===== src/rtl/bbc_pkg.sv =====
`timescale 1ns / 1ps
`default_nettype none

package bbc_pkg;

  typedef struct packed {
    logic [1:0]  btype;
    logic [15:0] line;
    logic [11:0] column;
  } token_t;

  typedef enum logic [1:0] {
    SHIFT_HOLD,
    SHIFT_DOWN,
    SHIFT_UP
  } shift_op_t;

  localparam logic [1:0] ACT_OPEN  = 2'd0;
  localparam logic [1:0] ACT_CLOSE = 2'd1;
  localparam logic [1:0] ACT_END   = 2'd2;

  localparam logic [2:0] KIND_UNMATCHED = 3'd0;
  localparam logic [2:0] KIND_MISMATCH  = 3'd1;
  localparam logic [2:0] KIND_UNCLOSED  = 3'd2;
  localparam logic [2:0] KIND_OVERFLOW  = 3'd3;
  localparam logic [2:0] KIND_SUMMARY   = 3'd4;

endpackage

`default_nettype wire


===== src/rtl/bbc_cell.sv =====
`timescale 1ns / 1ps
`default_nettype none

module bbc_cell (
  input  wire                clk,
  input  bbc_pkg::shift_op_t op,
  input  bbc_pkg::token_t    from_prev,
  input  bbc_pkg::token_t    from_next,
  output bbc_pkg::token_t    q
);
  import bbc_pkg::*;

  token_t entry;

  always_ff @(posedge clk) begin
    case (op)
      SHIFT_DOWN: entry <= from_prev;
      SHIFT_UP:   entry <= from_next;
      default:    entry <= entry;
    endcase
  end

  assign q = entry;

endmodule

`default_nettype wire


===== src/rtl/bbc_chain.sv =====
`timescale 1ns / 1ps
`default_nettype none

module bbc_chain #(
  parameter int STACK_DEPTH = 32
) (
  input  wire                clk,
  input  bbc_pkg::shift_op_t op,
  input  bbc_pkg::token_t    push_in,
  output bbc_pkg::token_t    top,
  output bbc_pkg::token_t    bottom
);
  import bbc_pkg::*;

  token_t q [STACK_DEPTH];

  // cell 0 is the top of stack; down moves entries toward the far end
  for (genvar i = 0; i < STACK_DEPTH; i++) begin : g_cell
    token_t prev_v;
    token_t next_v;
    if (i == 0) begin : g_first
      assign prev_v = push_in;
    end else begin : g_prev
      assign prev_v = q[i-1];
    end
    if (i == STACK_DEPTH - 1) begin : g_last
      assign next_v = '0;
    end else begin : g_next
      assign next_v = q[i+1];
    end
    bbc_cell u_cell (
      .clk       (clk),
      .op        (op),
      .from_prev (prev_v),
      .from_next (next_v),
      .q         (q[i])
    );
  end

  assign top    = q[0];
  assign bottom = q[STACK_DEPTH-1];

endmodule

`default_nettype wire


===== config.mk =====
export PLATFORM = sky130hd
export DESIGN_NAME = bbc_chain
export DESIGN_NICKNAME = d
export VERILOG_FILES = /design/src/rtl/bbc_pkg.sv /design/src/rtl/bbc_cell.sv /design/src/rtl/bbc_chain.sv
export SDC_FILE = /design/constraint.sdc
export NUM_CORES = 1
export LEC_CHECK = 0
export BUFFER_PORTS_ARGS = -buffer_cell sky130_fd_sc_hd__clkbuf_2
export CAP_MARGIN = 30
export CORE_MARGIN = 2
export CORE_UTILIZATION = 55
export CTS_CLUSTER_DIAMETER = 200
export DETAILED_ROUTE_END_ITERATION = 16
export GPL_TIMING_DRIVEN = 0
export PLACE_DENSITY = 0.81
export SETUP_SLACK_MARGIN = 0.2
export SYNTH_ARGS = -nofsm -noshare
export SYNTH_HDL_FRONTEND = slang
export SYNTH_HIERARCHICAL = 1
export SYNTH_SLANG_ARGS = --single-unit

===== constraint.sdc =====
create_clock -name clk -period 1.9 [get_ports clk]
set_clock_uncertainty 0.15 [all_clocks]
set_input_delay 0.19 -clock clk [delete_from_list [all_inputs] [get_ports clk]]
set_output_delay 0.19 -clock clk [all_outputs]
set_load 0.1 [all_outputs]

==> impl_metrics.csv <==
group,metric,value,unit
route,via_per_inst,5.50,
synthesis,synth_cell_types,6,
setup_path,path_max_fanout,2,
placement,gp_congestion,0.751,
synthesis,synth_seq_cells,960,
pwr,switchingPower,14.0,mW
job,drv_cap,0,
timing,tightest_slew,0.566,ns
cells_and_area,largest_register_ffs,960,
setup_path,r2r-start,"g_cell[0].u_cell/q[1]",
pwr,power_leakage,20.6,nW
route,vias,19500,
route,firstDrtPassIters,7,
floorplan,start_util,0.557,
placement,port_buffers,92,
synthesis,synthCells,2113,
pwr,clkPwrFrac,0.336,
timing,max_freq,0.580,GHz
floorplan,die_w,290,um
worst_hold_path,hold-path-cell-count,3,
synthesis,synth_top_area_share,0.641,
cells_and_area,fin_util,0.646,
global_routing,grt_pass1_wl,125,mm
clock_network,clock_path_buffers,3,
setup_path,worstPathArrival,1.38,ns
route,wire_per_inst,22.4,um
clock_network,cts_tree,"built",
floorplan,design.portCount,93,
synthesis,synth_top_family_by_area,"multiplexers",
synthesis,yosysSeqAreaShare,0.641,
floorplan,die_area,0.0841,mm^2
outcome,outcome,"finished, final reports clean",
setup_path,end_kind,"primary output",
global_routing,grt_usage,0.187,
setup_path,cpPeakStageDelay,0.46,ns
timing,hold_violations,0,
timing,relSlewSlack,0.622,
floorplan,num_rows,104,
clock_network,cts.clk_slew.worst_paths,0.07,ns
timing,maxSlewViolCount,0,
clock_network,insertion_delay,0.67,ns
global_routing,gr-total-overflow,0,
cells_and_area,final_nets,2478,
cells_and_area,drive_gt1_frac,0.540,
clock_network,root_buffer,"clkbuf_16",
setup_path,rrSetupSlack,0.50,ns
synthesis,synth-adder-area-share,0.00890,
synthesis,avgSynthCellArea,21.3,um^2
synthesis,synthMuxAreaShare,0.321,
route,ant_nets,0,
clock_network,clkSinkCount,960,
pwr,ir_worst_vdd,0.00111,V
floorplan,chipHeight,290,um
clock_network,cts_buffers,98,
timing,finalCritPeriodShare,0.907,
cells_and_area,diodes,0,
timing,rsz0062_at_grt,"true",
pwr,p_total,57.6,mW
pwr,pwr-share-seq,0.510,
worst_hold_path,hp-start,"push_in[4]",
route,drt-total-wl,79.6,mm
setup_path,path_cells,"clkbuf_16",
setup_path,cp_slowest_cell,"edfxtp_1",
setup_path,start_kind,"flop",
pwr,p_per_area,1110,mW/mm^2
setup_path,rr_endpoint,"g_cell[1].u_cell/q[1]",
worst_hold_path,min_to,"g_cell[0].u_cell/q[4]",
floorplan,core-area,0.0807,mm^2
global_routing,antenna_found_initial,0,
global_routing,grt_max_degree,33,
setup_path,cp_num_buf_inv,1,
synthesis,synthSimpleGateAreaFrac,0,
setup_path,critical-path-top-delay-family,"flip-flops",
setup_path,path_depth,1,
pwr,p_comb_frac,0.155,
synthesis,synth_compound_area_frac,0,
route,drtIter0Drc,1358,
cells_and_area,layout_common_cells,"mux2_4, edfxtp_1, clkbuf_16, buf_6, inv_1",
setup_path,critPathKind,"flop to primary output",
timing,period_minus_slack,1.72,ns
worst_hold_path,worstHoldPathType,"primary input to flop",
setup_path,r2r_cells,3,
synthesis,synth_area_leaders,"edfxtp_1, mux2_4, buf_6",
placement,dp_hpwl,55.5,mm
setup_path,cp.required,1.56,ns
synthesis,synth-xor-area-share,0,
synthesis,syn_area,0.0450,mm^2
synthesis,yosys_warnings,6,
pwr,internal_power,43.6,mW
global_routing,first_global_vias,21100,
pwr,sw_frac_of_total,0.243,
route,drc_errors,0,
clock_network,h-tree-depth,3,
timing,setup_violations,0,
synthesis,yosysTopAreaCell,"edfxtp_1",
cells_and_area,syn_to_final_growth,15.8,%
-- routing by layer --
| layer | routed length [um] | up-vias | share of wire | global-route usage |
|---|---|---|---|---|
| met5 | 0 | - | 0 | 0 |
| met1 | 33800 | 10100 | 0.42 | 0.239 |
| met2 | 41600 | 448 | 0.52 | 0.338 |
| li1 | - | 8830 | - | - |
| met4 | 1350 | 0 | 0.017 | 0.0447 |
| met3 | 2790 | 105 | 0.035 | 0.0260 |
-- final cells by class --
class                           count  area, um^2
Timing Repair Buffer              171        2430
Inverter                           64         240
Tap cell                         1060        1330
Sequential cell                   960       28800
Clock buffer                      110        2500
Buffer                             96        1080
Fill cell                        5161       28600
Clock inverter                     65         752
Multi-Input combinational cell   1022       14900
-- synthesized netlist by cell type, drive strengths merged --
| master | number |
|---|---|
| buf | 96 |
| conb | 1 |
| edfxtp | 960 |
| ha | 32 |
| inv | 64 |
| mux2 | 960 |
-- logic make-up after synthesis --
group | count (synthesis)
fa+ha+maj | 32
buf+inv | 160
flops | 960
mux | 960
other cells | 1
-- power by group through the flow --
stage                     logic (mW)  registers [mW]  clock network [mW]
after global routing            9.36            29.6                20.5
after floorplan                 5.97            29.7                   0
after detailed placement        8.42            29.7                   0
after global placement          7.60            29.5                   0
after CTS                       8.87            29.3                19.7
final                           8.91            29.3                19.3
-- worst max-delay path by stage --
stage | start | to | slack [ns]
2_1_floorplan | op[0] | g_cell[0].u_cell/q[0] | 0.28
3_5_place_dp | op[0] | g_cell[31].u_cell/q[26] | -0.50
5_1_grt | g_cell[31].u_cell/q[27] | bottom[27] | 0.14
3_3_place_gp | op[1] | g_cell[30].u_cell/q[26] | -0.67
6_report | g_cell[31].u_cell/q[27] | bottom[27] | 0.18
4_1_cts | g_cell[31].u_cell/q[24] | bottom[24] | 0.13
-- metrics by stage --
step | cells | setup slack (ns) | area (um^2) | setup TNS [ns] | hold WS (ns)
2_1_floorplan | 2142 | 0.276 | 45100 | 0 | 0.258
3_3_place_gp | 3294 | -0.674 | 46900 | -934.16 | 0.344
3_5_place_dp | 3326 | -0.502 | 47700 | -727.92 | 0.346
4_1_cts | 3540 | 0.135 | 52000 | 0 | 0.170
5_1_grt | 3548 | 0.141 | 52100 | 0 | 0.204
6_report | 3548 | 0.176 | 52100 | 0 | 0.210
-- what timing repair did --
action / in CTS / in global routing
endpoints found under the setup margin: 97 / 38
setup buffers: 9 / 8
hold buffers: 30 / 0
gates resized for setup: 130 / 29
hold endpoints to repair: 30 / 0
-- worst reg2reg max path, cell delays in order (launching register included) --
cell and delay [ns]:
edfxtp_1 0.45, buf_4 0.17, buf_4 0.12, mux2_4 0.27
Note: power is estimated with default switching activity, not from simulation.
